$ cat src/rtl/core/periodic_task_table_scheduler_macros.svh
// Assertion macros used by the periodic task table scheduler datapath.
`ifndef PERIODIC_TASK_TABLE_SCHEDULER_MACROS_SVH
`define PERIODIC_TASK_TABLE_SCHEDULER_MACROS_SVH

// Property that must hold at every clock edge outside reset.
`define PTTS_ASSERT_HOLDS(label, prop, msg) \
    label: assert property (@(posedge i_clk) disable iff (!i_rst_n) (prop)) else $error(msg);

// Condition that must never be seen outside reset.
`define PTTS_ASSERT_NEVER(label, cond, msg) \
    label: assert property (@(posedge i_clk) disable iff (!i_rst_n) !(cond)) else $error(msg);

`endif

$ cat src/rtl/core/ptts_pkg.sv
// Types and constants shared by the periodic task table scheduler modules.
`default_nettype none

package ptts_pkg;

    localparam int NUM_TASKS   = 8;
    localparam int IDX_W       = (NUM_TASKS > 1) ? $clog2(NUM_TASKS) : 1;
    localparam int MAX_RESULTS = 8;
    localparam int CNT_W       = $clog2(MAX_RESULTS + 1);

    localparam logic [31:0] MIN_TIME_INIT = 32'h8000_0000;

    localparam int IN_DATA_W    = 112;
    localparam int OUT_FIELDS_W = 78;
    localparam int OUT_DATA_W   = 80;

    typedef enum logic [2:0] {
        KIND_TICK     = 3'd0,
        KIND_REGISTER = 3'd1,
        KIND_REMOVE   = 3'd2,
        KIND_STOP     = 3'd3,
        KIND_START    = 3'd4,
        KIND_STATUS   = 3'd5,
        KIND_REPORT   = 3'd6
    } t_kind;

    typedef enum logic [1:0] {
        ST_IDLE,
        ST_SCAN,
        ST_FIN
    } t_state;

    typedef struct packed {
        logic [7:0]  id;
        logic [31:0] interval;
        logic [31:0] next_due;
        logic        active;
        logic        stopped;
        logic [31:0] min_time;
        logic [31:0] max_time;
    } t_entry;

    typedef struct packed {
        logic        ok;
        logic        due;
        logic [2:0]  slot;
        logic [7:0]  task_id;
        logic        is_active;
        logic        is_stopped;
        logic [31:0] min_time;
        logic [31:0] max_time;
        logic        last;
    } t_result;

    // Commands from the controller to the datapath.
    typedef struct packed {
        logic             load;
        logic             step;
        logic             finish;
        logic [IDX_W-1:0] idx;
    } t_cmd;

    // Status from the datapath back to the controller.
    typedef struct packed {
        logic step_ok;
        logic fin_ok;
    } t_stat;

endpackage

`default_nettype wire

$ cat src/rtl/core/periodic_task_table_scheduler.sv
// Top level of the periodic task table scheduler: controller plus datapath.
//
// Channel   Dir  tdata bits                              tuser      tlast
// s (item)  in   task_id, slot, interval, now, run_time   kind[2:0]  -
// m (res)   out  ok, slot, task_id, active, stopped,      due        last result
//                min_time, max_time
//
// Every item is accepted, then walked across the table one slot per step as the
// controller advances the slot index, and then closed out.
// The slot walk is the single read/update port of the task table.
// A result that finds the output register still full stalls the walk until the
// downstream side takes the previous transfer; the next item is accepted while a
// last result still waits in the output register.
// Reset (i_rst_n low, synchronous) clears the whole table and the global run flag.
`default_nettype none

module periodic_task_table_scheduler (
    input  wire logic                          i_clk,
    input  wire logic                          i_rst_n,
    // Item channel.
    input  wire logic                          i_s_tvalid,
    output logic                               o_s_tready,
    // tdata, low bit up: task_id[7:0], slot[10:8], interval[42:11],
    // now_ticks[74:43], run_time[106:75], zero fill.
    input  wire logic [ptts_pkg::IN_DATA_W-1:0] i_s_tdata,
    // tuser: kind[2:0].
    input  wire logic [2:0]                    i_s_tuser,
    // Result channel.
    output logic                               o_m_tvalid,
    input  wire logic                          i_m_tready,
    // tdata, low bit up: ok[0], out_slot[3:1], out_task_id[11:4], is_active[12],
    // is_stopped[13], min_time[45:14], max_time[77:46], zero fill.
    output logic [ptts_pkg::OUT_DATA_W-1:0]    o_m_tdata,
    // tuser: due[0].
    output logic [0:0]                         o_m_tuser,
    output logic                               o_m_tlast
);
    import ptts_pkg::*;

    t_cmd  w_cmd;
    t_stat w_stat;

    // The controller sequences accept, slot walk and finish.
    ptts_ctrl u_ctrl (
        .i_clk      (i_clk),
        .i_rst_n    (i_rst_n),
        .i_s_tvalid (i_s_tvalid),
        .o_s_tready (o_s_tready),
        .i_stat     (w_stat),
        .o_cmd      (w_cmd)
    );

    // The datapath holds the table, applies the item to one slot per step and
    // drives the result channel from its output register.
    ptts_dpath u_dpath (
        .i_clk      (i_clk),
        .i_rst_n    (i_rst_n),
        .i_cmd      (w_cmd),
        .o_stat     (w_stat),
        .i_s_tuser  (i_s_tuser),
        .i_s_tdata  (i_s_tdata),
        .o_m_tvalid (o_m_tvalid),
        .i_m_tready (i_m_tready),
        .o_m_tdata  (o_m_tdata),
        .o_m_tuser  (o_m_tuser),
        .o_m_tlast  (o_m_tlast)
    );

endmodule

`default_nettype wire

$ cat src/rtl/core/ptts_ctrl.sv
// Controller state machine: accepts an item, walks the slot index, then finishes.
`default_nettype none

module ptts_ctrl (
    input  wire logic           i_clk,
    input  wire logic           i_rst_n,
    input  wire logic           i_s_tvalid,
    output logic                o_s_tready,
    input  wire ptts_pkg::t_stat i_stat,
    output ptts_pkg::t_cmd      o_cmd
);
    import ptts_pkg::*;

    localparam logic [IDX_W-1:0] LAST_IDX = IDX_W'(NUM_TASKS - 1);

    t_state           r_state;
    t_state           n_state;
    logic [IDX_W-1:0] r_idx;
    logic [IDX_W-1:0] n_idx;

    always_ff @(posedge i_clk) begin
        if (!i_rst_n) begin
            r_state <= ST_IDLE;
            r_idx   <= '0;
        end else begin
            r_state <= n_state;
            r_idx   <= n_idx;
        end
    end

    always_comb begin
        n_state      = r_state;
        n_idx        = r_idx;
        o_s_tready   = 1'b0;
        o_cmd        = '0;
        o_cmd.idx    = r_idx;
        unique case (r_state)
            ST_IDLE: begin
                o_s_tready = 1'b1;
                if (i_s_tvalid) begin
                    o_cmd.load = 1'b1;
                    n_idx      = '0;
                    n_state    = ST_SCAN;
                end
            end
            ST_SCAN: begin
                // A slot that would produce a result waits until the holding
                // register can be drained.
                if (i_stat.step_ok) begin
                    o_cmd.step = 1'b1;
                    if (r_idx == LAST_IDX) begin
                        n_state = ST_FIN;
                    end else begin
                        n_idx = r_idx + 1'b1;
                    end
                end
            end
            ST_FIN: begin
                if (i_stat.fin_ok) begin
                    o_cmd.finish = 1'b1;
                    n_state      = ST_IDLE;
                end
            end
            default: begin
                n_state = ST_IDLE;
            end
        endcase
    end

endmodule

`default_nettype wire

$ cat src/rtl/core/ptts_dpath.sv
// Datapath: task table, per-slot update logic, result holding and output registers.
`default_nettype none
`include "periodic_task_table_scheduler_macros.svh"

module ptts_dpath (
    input  wire logic                          i_clk,
    input  wire logic                          i_rst_n,
    input  wire ptts_pkg::t_cmd                i_cmd,
    output ptts_pkg::t_stat                    o_stat,
    input  wire logic [2:0]                    i_s_tuser,
    input  wire logic [ptts_pkg::IN_DATA_W-1:0] i_s_tdata,
    output logic                               o_m_tvalid,
    input  wire logic                          i_m_tready,
    output logic [ptts_pkg::OUT_DATA_W-1:0]    o_m_tdata,
    output logic [0:0]                         o_m_tuser,
    output logic                               o_m_tlast
);
    import ptts_pkg::*;

    // Captured item.
    t_kind       r_kind;
    logic [7:0]  r_id;
    logic [2:0]  r_slot;
    logic [31:0] r_ivl;
    logic [31:0] r_now;
    logic [31:0] r_rt;

    t_entry      r_tab [NUM_TASKS];
    logic        r_run;
    logic        r_found;
    logic [CNT_W-1:0] r_cnt;
    logic        r_pend_valid;
    t_result     r_pend;
    logic        r_out_valid;
    t_result     r_out;

    t_entry      w_ent;
    t_entry      w_new;
    logic        w_match;
    logic        w_hit;
    logic        w_take;
    t_result     w_res;
    t_result     w_fin_res;
    logic        w_fin_emit;
    logic        w_out_room;
    logic        w_step_push;
    logic        w_fin_push;

    assign w_ent   = r_tab[i_cmd.idx];
    assign w_match = (w_ent.id == r_id);

    // Effect of the current item on the slot under the scan index.
    always_comb begin
        w_new  = w_ent;
        w_hit  = 1'b0;
        w_take = 1'b0;
        unique case (r_kind)
            KIND_TICK: begin
                if (r_run && w_ent.active && !w_ent.stopped && (w_ent.next_due <= r_now)
                        && (r_cnt < CNT_W'(MAX_RESULTS))) begin
                    w_new.next_due = r_now + w_ent.interval;
                    w_hit          = 1'b1;
                end
            end
            KIND_REGISTER: begin
                if ((r_id != 8'd0) && !r_found && !w_ent.active) begin
                    w_new.id       = r_id;
                    w_new.interval = r_ivl;
                    w_new.next_due = '0;
                    w_new.min_time = MIN_TIME_INIT;
                    w_new.max_time = '0;
                    w_new.active   = 1'b1;
                    w_new.stopped  = 1'b0;
                    w_hit          = 1'b1;
                    w_take         = 1'b1;
                end
            end
            KIND_REMOVE: begin
                if (w_match) begin
                    w_new.active = 1'b0;
                end
            end
            KIND_STOP: begin
                if ((r_id != 8'd0) && !r_found && w_match) begin
                    w_new.stopped = 1'b1;
                    w_take        = 1'b1;
                end
            end
            KIND_START: begin
                if ((r_id != 8'd0) && w_match) begin
                    w_new.stopped = 1'b0;
                end
            end
            KIND_STATUS: begin
                if ((r_id != 8'd0) && !r_found && w_match) begin
                    w_hit  = 1'b1;
                    w_take = 1'b1;
                end
            end
            KIND_REPORT: begin
                if (32'(i_cmd.idx) == 32'(r_slot)) begin
                    if (r_rt < w_ent.min_time) begin
                        w_new.min_time = r_rt;
                    end
                    if (r_rt > w_ent.max_time) begin
                        w_new.max_time = r_rt;
                    end
                end
            end
            default: begin
                w_new = w_ent;
            end
        endcase
    end

    always_comb begin
        w_res            = '0;
        w_res.ok         = (r_kind != KIND_TICK);
        w_res.due        = (r_kind == KIND_TICK);
        w_res.slot       = 3'(i_cmd.idx);
        w_res.task_id    = w_new.id;
        w_res.is_active  = w_new.active;
        w_res.is_stopped = w_new.stopped;
        w_res.min_time   = w_new.min_time;
        w_res.max_time   = w_new.max_time;
    end

    // Final result: a held result closes the run, otherwise register and status
    // answer with an empty or global result.
    always_comb begin
        w_fin_res = '0;
        if (r_pend_valid) begin
            w_fin_res = r_pend;
        end else if ((r_kind == KIND_STATUS) && (r_id == 8'd0)) begin
            w_fin_res.ok        = 1'b1;
            w_fin_res.is_active = r_run;
        end
        w_fin_res.last = 1'b1;
    end

    assign w_fin_emit  = r_pend_valid || (r_kind == KIND_REGISTER) || (r_kind == KIND_STATUS);
    assign w_out_room  = !r_out_valid || i_m_tready;
    assign w_step_push = i_cmd.step && w_hit && r_pend_valid;
    assign w_fin_push  = i_cmd.finish && w_fin_emit;

    assign o_stat.step_ok = !(w_hit && r_pend_valid) || w_out_room;
    assign o_stat.fin_ok  = !w_fin_emit || w_out_room;

    // Control state and the task table.
    always_ff @(posedge i_clk) begin
        if (!i_rst_n) begin
            for (int i = 0; i < NUM_TASKS; i++) begin
                r_tab[i] <= '0;
            end
            r_run        <= 1'b0;
            r_found      <= 1'b0;
            r_cnt        <= '0;
            r_pend_valid <= 1'b0;
            r_out_valid  <= 1'b0;
        end else begin
            if (i_cmd.load) begin
                r_found <= 1'b0;
                r_cnt   <= '0;
            end
            if (i_cmd.step) begin
                r_tab[i_cmd.idx] <= w_new;
                r_found          <= r_found | w_take;
                if (w_hit) begin
                    r_pend_valid <= 1'b1;
                    r_cnt        <= r_cnt + 1'b1;
                end
            end
            if (i_cmd.finish) begin
                r_pend_valid <= 1'b0;
                if ((r_kind == KIND_STOP) && (r_id == 8'd0)) begin
                    r_run <= 1'b0;
                end else if ((r_kind == KIND_START) && (r_id == 8'd0)) begin
                    r_run <= 1'b1;
                end
            end
            if (w_step_push || w_fin_push) begin
                r_out_valid <= 1'b1;
            end else if (i_m_tready) begin
                r_out_valid <= 1'b0;
            end
        end
    end

    // Payload registers.
    always_ff @(posedge i_clk) begin
        if (i_cmd.load) begin
            r_kind <= t_kind'(i_s_tuser);
            r_id   <= i_s_tdata[7:0];
            r_slot <= i_s_tdata[10:8];
            r_ivl  <= i_s_tdata[42:11];
            r_now  <= i_s_tdata[74:43];
            r_rt   <= i_s_tdata[106:75];
        end
        if (i_cmd.step && w_hit) begin
            r_pend <= w_res;
        end
        if (w_step_push) begin
            r_out <= r_pend;
        end else if (w_fin_push) begin
            r_out <= w_fin_res;
        end
    end

    assign o_m_tvalid = r_out_valid;
    assign o_m_tlast  = r_out.last;
    assign o_m_tuser  = r_out.due;
    assign o_m_tdata  = {{(OUT_DATA_W - OUT_FIELDS_W){1'b0}},
                         r_out.max_time, r_out.min_time, r_out.is_stopped, r_out.is_active,
                         r_out.task_id, r_out.slot, r_out.ok};

    `PTTS_ASSERT_NEVER(a_load_with_pending, i_cmd.load && r_pend_valid, "held result at item load")
    `PTTS_ASSERT_NEVER(a_push_overwrites, w_step_push && r_out_valid && !i_m_tready, "output overwritten")
    `PTTS_ASSERT_HOLDS(a_tick_count_cap, r_cnt <= CNT_W'(MAX_RESULTS), "too many tick results")

endmodule

`default_nettype wire

$ cat config.mk
export PLATFORM = sky130hd
export DESIGN_NAME = periodic_task_table_scheduler
export DESIGN_NICKNAME = d
export VERILOG_FILES = /design/src/rtl/core/ptts_pkg.sv /design/src/rtl/core/periodic_task_table_scheduler.sv /design/src/rtl/core/ptts_ctrl.sv /design/src/rtl/core/ptts_dpath.sv
export VERILOG_INCLUDE_DIRS = /design/src /design/src/rtl/core
export SDC_FILE = /design/constraint.sdc
export NUM_CORES = 2
export LEC_CHECK = 0
export ABC_CLOCK_PERIOD_IN_PS = 19430
export BUFFER_PORTS_ARGS = -buffer_cell sky130_fd_sc_hd__buf_2
export CORE_ASPECT_RATIO = 2
export CORE_MARGIN = 3
export CORE_UTILIZATION = 40
export DETAILED_ROUTE_END_ITERATION = 10
export PLACE_DENSITY_LB_ADDON = 0.3
export SYNTH_ARGS = -nofsm -noshare
export SYNTH_HDL_FRONTEND = slang
export SYNTH_SLANG_ARGS = --single-unit
$ cat constraint.sdc
create_clock -name i_clk -period 19.43 [get_ports i_clk]
set_clock_uncertainty 0.2 [all_clocks]
set_input_delay 3.886 -clock i_clk [delete_from_list [all_inputs] [get_ports i_clk]]
set_output_delay 3.886 -clock i_clk [all_outputs]
set_load 0.01 [all_outputs]
==> metrics.log <==
INFO  metric switching_power_as_a_share_of_total_power = 24.4%
INFO  metric finalMaxSlewViolations = 0
INFO  metric post_cts_resized = 0
INFO  metric max-vdd-ir-drop = 79.4 uV
INFO  metric pwr-share-clk = 38.6%
INFO  metric die-height = 570 um
INFO  metric synth_ff_type = sky130_fd_sc_hd__edfxtp_1
INFO  metric share_of_power_burned_in_registers = 51.2%
INFO  metric placedCellCount = 6,672
INFO  metric synth.distinct_cells = 78
INFO  metric post_layout_nonfiller_instances = 6,909
INFO  metric groute.usage.overall = 21.8%
INFO  metric postRouteWirelength = 180,000 um
INFO  metric synth_sequential_area_ratio = 65.4%
INFO  metric nets = 4,982
INFO  metric power.density_cell_area = 95.8 nW/um^2
INFO  metric synth_area_per_cell = 13.8 sq um
INFO  metric fp.dieW = 288 um
INFO  metric cts.htree.levels = 4
INFO  metric io_buf_count = 195
INFO  metric design.core.area = 158,000 sq um
INFO  metric first_pass_grt_wire_length = 263,000 um
INFO  metric drtAntennaViolNets = 0
INFO  metric fill_cells = 14,300
INFO  metric drt_pre_antenna_iters = 8
INFO  metric yosysWarnings = 0
INFO  metric flow.area_growth_from_synthesis = 10.8%
INFO  metric worst_skew_pair.late_latency = 0.78 ns
INFO  metric yosys.area.top_type = sky130_fd_sc_hd__edfxtp_1
INFO  metric clock_tree.root_cell = sky130_fd_sc_hd__clkbuf_16
INFO  metric antenna_found_initial = 4
INFO  metric crit_path_arrival_time = 10.67 ns
INFO  metric total_leakage_power = 25.7 nW
INFO  metric layout.area.seq = 41,600 sq um
INFO  metric via_count_of_the_first_global_routing_pass = 40,500
INFO  metric route.vias.total = 38,900
INFO  metric drt-initial-drc-count = 3,497
INFO  metric synth.cell_area = 63,600 sq um
INFO  metric critical_path_startpoint_category = flip-flop
INFO  metric setup_viol_count_final = 0
INFO  metric final.period_utilization = 54.1%
INFO  metric finalHoldViolations = 0
INFO  metric synth_area_leaders = sky130_fd_sc_hd__edfxtp_1 65%, sky130_fd_sc_hd__mux4_2 9.6%, sky130_fd_sc_hd__nor2_1 7.2%
INFO  metric mostFrequentLayoutCell = sky130_fd_sc_hd__edfxtp_1
INFO  metric postLayoutCoreUtil = 44.6%
INFO  metric internal_power = 0.00510 W
INFO  metric setup_repair_after_global_routing_missed_its_margin = no
INFO  metric synthDominantCellAreaShare = 64.9%
INFO  metric mostFrequentLayoutCells = 1,373 x sky130_fd_sc_hd__edfxtp_1, 1,219 x sky130_fd_sc_hd__nor2_1, 317 x sky130_fd_sc_hd__nand2_1
INFO  metric hp-class = flip-flop to flip-flop
INFO  metric combinationalPowerShare = 10.2%
INFO  metric cts_made_buffers = 139
INFO  metric fin_crit = 10.51 ns
INFO  metric setup-tns-final = 0 ns
INFO  metric placementRows = 206
INFO  metric cts-hold-fix-buffers = 0
INFO  metric timing.critical_path.to_type = flip-flop
INFO  metric critical_path.max_fanout = 51
INFO  metric finalWeightedCongestion = 0.851
INFO  metric post_drt_via_cell_ratio = 5.62
INFO  metric max-cap-violations = 1
INFO  metric tritoncts_num_sinks = 1,389
INFO  metric drc = 0
INFO  metric top_level_port_count = 203
INFO  metric outcome = complete, but fails checks
INFO  metric post_synth_inst_count = 4,601
INFO  metric worstMarginPinSlew = 1.46 ns
INFO  metric critPathRequiredTime = 19.59 ns
INFO  metric tritoncts = built
INFO  metric grt_max_degree = 112
INFO  metric violations = capacitance limit
INFO  metric headroom_to_the_max_slew_limit = 2.40%
INFO  metric worst_setup_hold_path_clk_slew = 0.07 ns
INFO  metric synth-async-reset-ratio = 0%
INFO  metric route.detailed.wl_per_inst = 26.1 um
INFO  metric start_util = 40.3%
INFO  metric final.hold.worst_slack = 0.273 ns
INFO  metric grt_overflow_total = 0
INFO  metric net-switching-power = 0.00165 W
INFO  metric criticalPathCategory = flip-flop to flip-flop
INFO  metric multiInputGateArea = 19,700 sq um
INFO  metric synth_enable_flop_cells = 1,373
INFO  metric postSynthRegisterBits = 1,389
INFO  metric maximum_root_to_sink_buffer_count = 4
INFO  metric floorplan.die_area = 164,000 sq um
INFO  metric max_clock_freq = 95.2 MHz
INFO  metric report.power.total = 0.00674 W
INFO  metric post-cts-setup-buffer-count = 0
INFO  metric drive_above_1_share = 16.6%
INFO  metric detailed_place_hpwl = 104,000 um
[power by group through the flow]
stage	combinational (W)	clock, W	sequential [W]
floorplan	0.000474	0	0.00351
global placement	0.000679	0	0.00351
detailed placement	0.000688	0	0.00352
CTS	0.000690	0.00266	0.00345
global route	0.000744	0.00276	0.00346
finish	0.000685	0.00261	0.00345
[metal layers]
layer / part of all wire (%) / global-route usage, % / vias to the layer above
met5: 0 / 0 / -
met3: 5.1 / 2.41 / 373
met4: 4.7 / 9.49 / 0
li1: - / - / 17100
met1: 36 / 24.9 / 20000
met2: 54 / 40.7 / 1453
[critical path: stages (launching register included)]
cell and delay [ns]:
sky130_fd_sc_hd__dfxtp_4 0.73, sky130_fd_sc_hd__buf_4 0.54, sky130_fd_sc_hd__buf_4 0.74, sky130_fd_sc_hd__mux4_2 0.60, sky130_fd_sc_hd__nand2_1 0.08, sky130_fd_sc_hd__nand2_1 0.10
sky130_fd_sc_hd__ha_1 0.31, sky130_fd_sc_hd__nand4_1 0.26, sky130_fd_sc_hd__nor4_1 1.02, sky130_fd_sc_hd__o41a_1 0.37, sky130_fd_sc_hd__a211o_1 0.64, sky130_fd_sc_hd__o211ai_2 0.22
sky130_fd_sc_hd__nand3_1 0.68, sky130_fd_sc_hd__nand4b_1 1.31, sky130_fd_sc_hd__buf_4 0.74, sky130_fd_sc_hd__nand2_8 0.53, sky130_fd_sc_hd__buf_4 0.75
[layout make-up]
type | instances | area share [%]
inverters | 178 | 0.959
clock buffers | 160 | 5.08
flip-flops and latches | 1389 | 59.0
repair buffers | 279 | 2.37
well taps | 2080 | 3.70
diodes | 2 | 0.00711
multi-input cells | 2746 | 27.9
clock inverters | 75 | 0.949
[through the flow]
stage          worst slack, ns  cell area [sq um]
2_1_floorplan             8.70              63600
3_3_place_gp              8.81              66200
3_5_place_dp              8.80              66200
4_1_cts                   8.77              70400
5_1_grt                   8.53              70400
6_report                  8.92              70400
[synthesized netlist by cell type (18+ instances only)]
master	n
sky130_fd_sc_hd__edfxtp_1	1373
sky130_fd_sc_hd__nor2_1	1220
sky130_fd_sc_hd__nand2_1	325
sky130_fd_sc_hd__mux4_2	272
sky130_fd_sc_hd__inv_1	178
sky130_fd_sc_hd__ha_1	129
sky130_fd_sc_hd__mux2i_1	121
sky130_fd_sc_hd__clkbuf_1	88
sky130_fd_sc_hd__o21ai_0	88
sky130_fd_sc_hd__buf_2	86
sky130_fd_sc_hd__and2_1	82
sky130_fd_sc_hd__buf_6	81
sky130_fd_sc_hd__a21oi_1	80
sky130_fd_sc_hd__o211ai_1	40
sky130_fd_sc_hd__a21o_1	35
sky130_fd_sc_hd__nand3_1	34
sky130_fd_sc_hd__o22a_1	28
sky130_fd_sc_hd__buf_1	25
sky130_fd_sc_hd__nand4_1	23
sky130_fd_sc_hd__a32oi_2	20
sky130_fd_sc_hd__nor2b_1	18
[flip-flops by register name, indices dropped and copies added, names as in the netlist, named ones only]
signal	cells
u_dpath.r_tab	1104
u_dpath.r_pend	79
u_dpath.o_m_tdata	78
u_dpath.r_ivl	32
u_dpath.r_now	32
u_dpath.r_rt	32
u_dpath.r_id	8
u_dpath.r_cnt	4
u_ctrl.r_idx	3
u_dpath.r_kind	3
u_dpath.r_slot	3
u_ctrl.r_state	2
u_dpath.o_m_tlast	1
u_dpath.o_m_tuser	1
u_dpath.o_m_tvalid	1
u_dpath.r_found	1
u_dpath.r_pend_valid	1
u_dpath.r_run	1
[worst paths after layout]
check,from,cells past startpoint,slack [ns],end
setup / recovery,flip-flop,16,8.92,u_dpath.r_tab[6][91]
hold / removal,u_dpath.r_found,2,0.27,u_dpath.r_found
setup reg to reg,flip-flop,16,8.92,u_dpath.r_tab[6][91]
hold reg to reg,u_dpath.r_found,2,0.27,u_dpath.r_found
[cell families (layout without fill, tap and decap cells)]
group	Yosys count	after routing	synth area share (%)
AO/OA/AOI/OAI	397	397	4.43
XOR/XNOR	31	31	0.427
AND/OR/NAND/NOR	1788	1788	11.6
buffers and inverters	467	692	3.94
multiplexers	398	398	11.6
adder cells (fa/ha/maj)	130	130	2.57
other	1	4	0.00590
flip-flops	1389	1389	65.4
(Power assumes the default switching activity.)
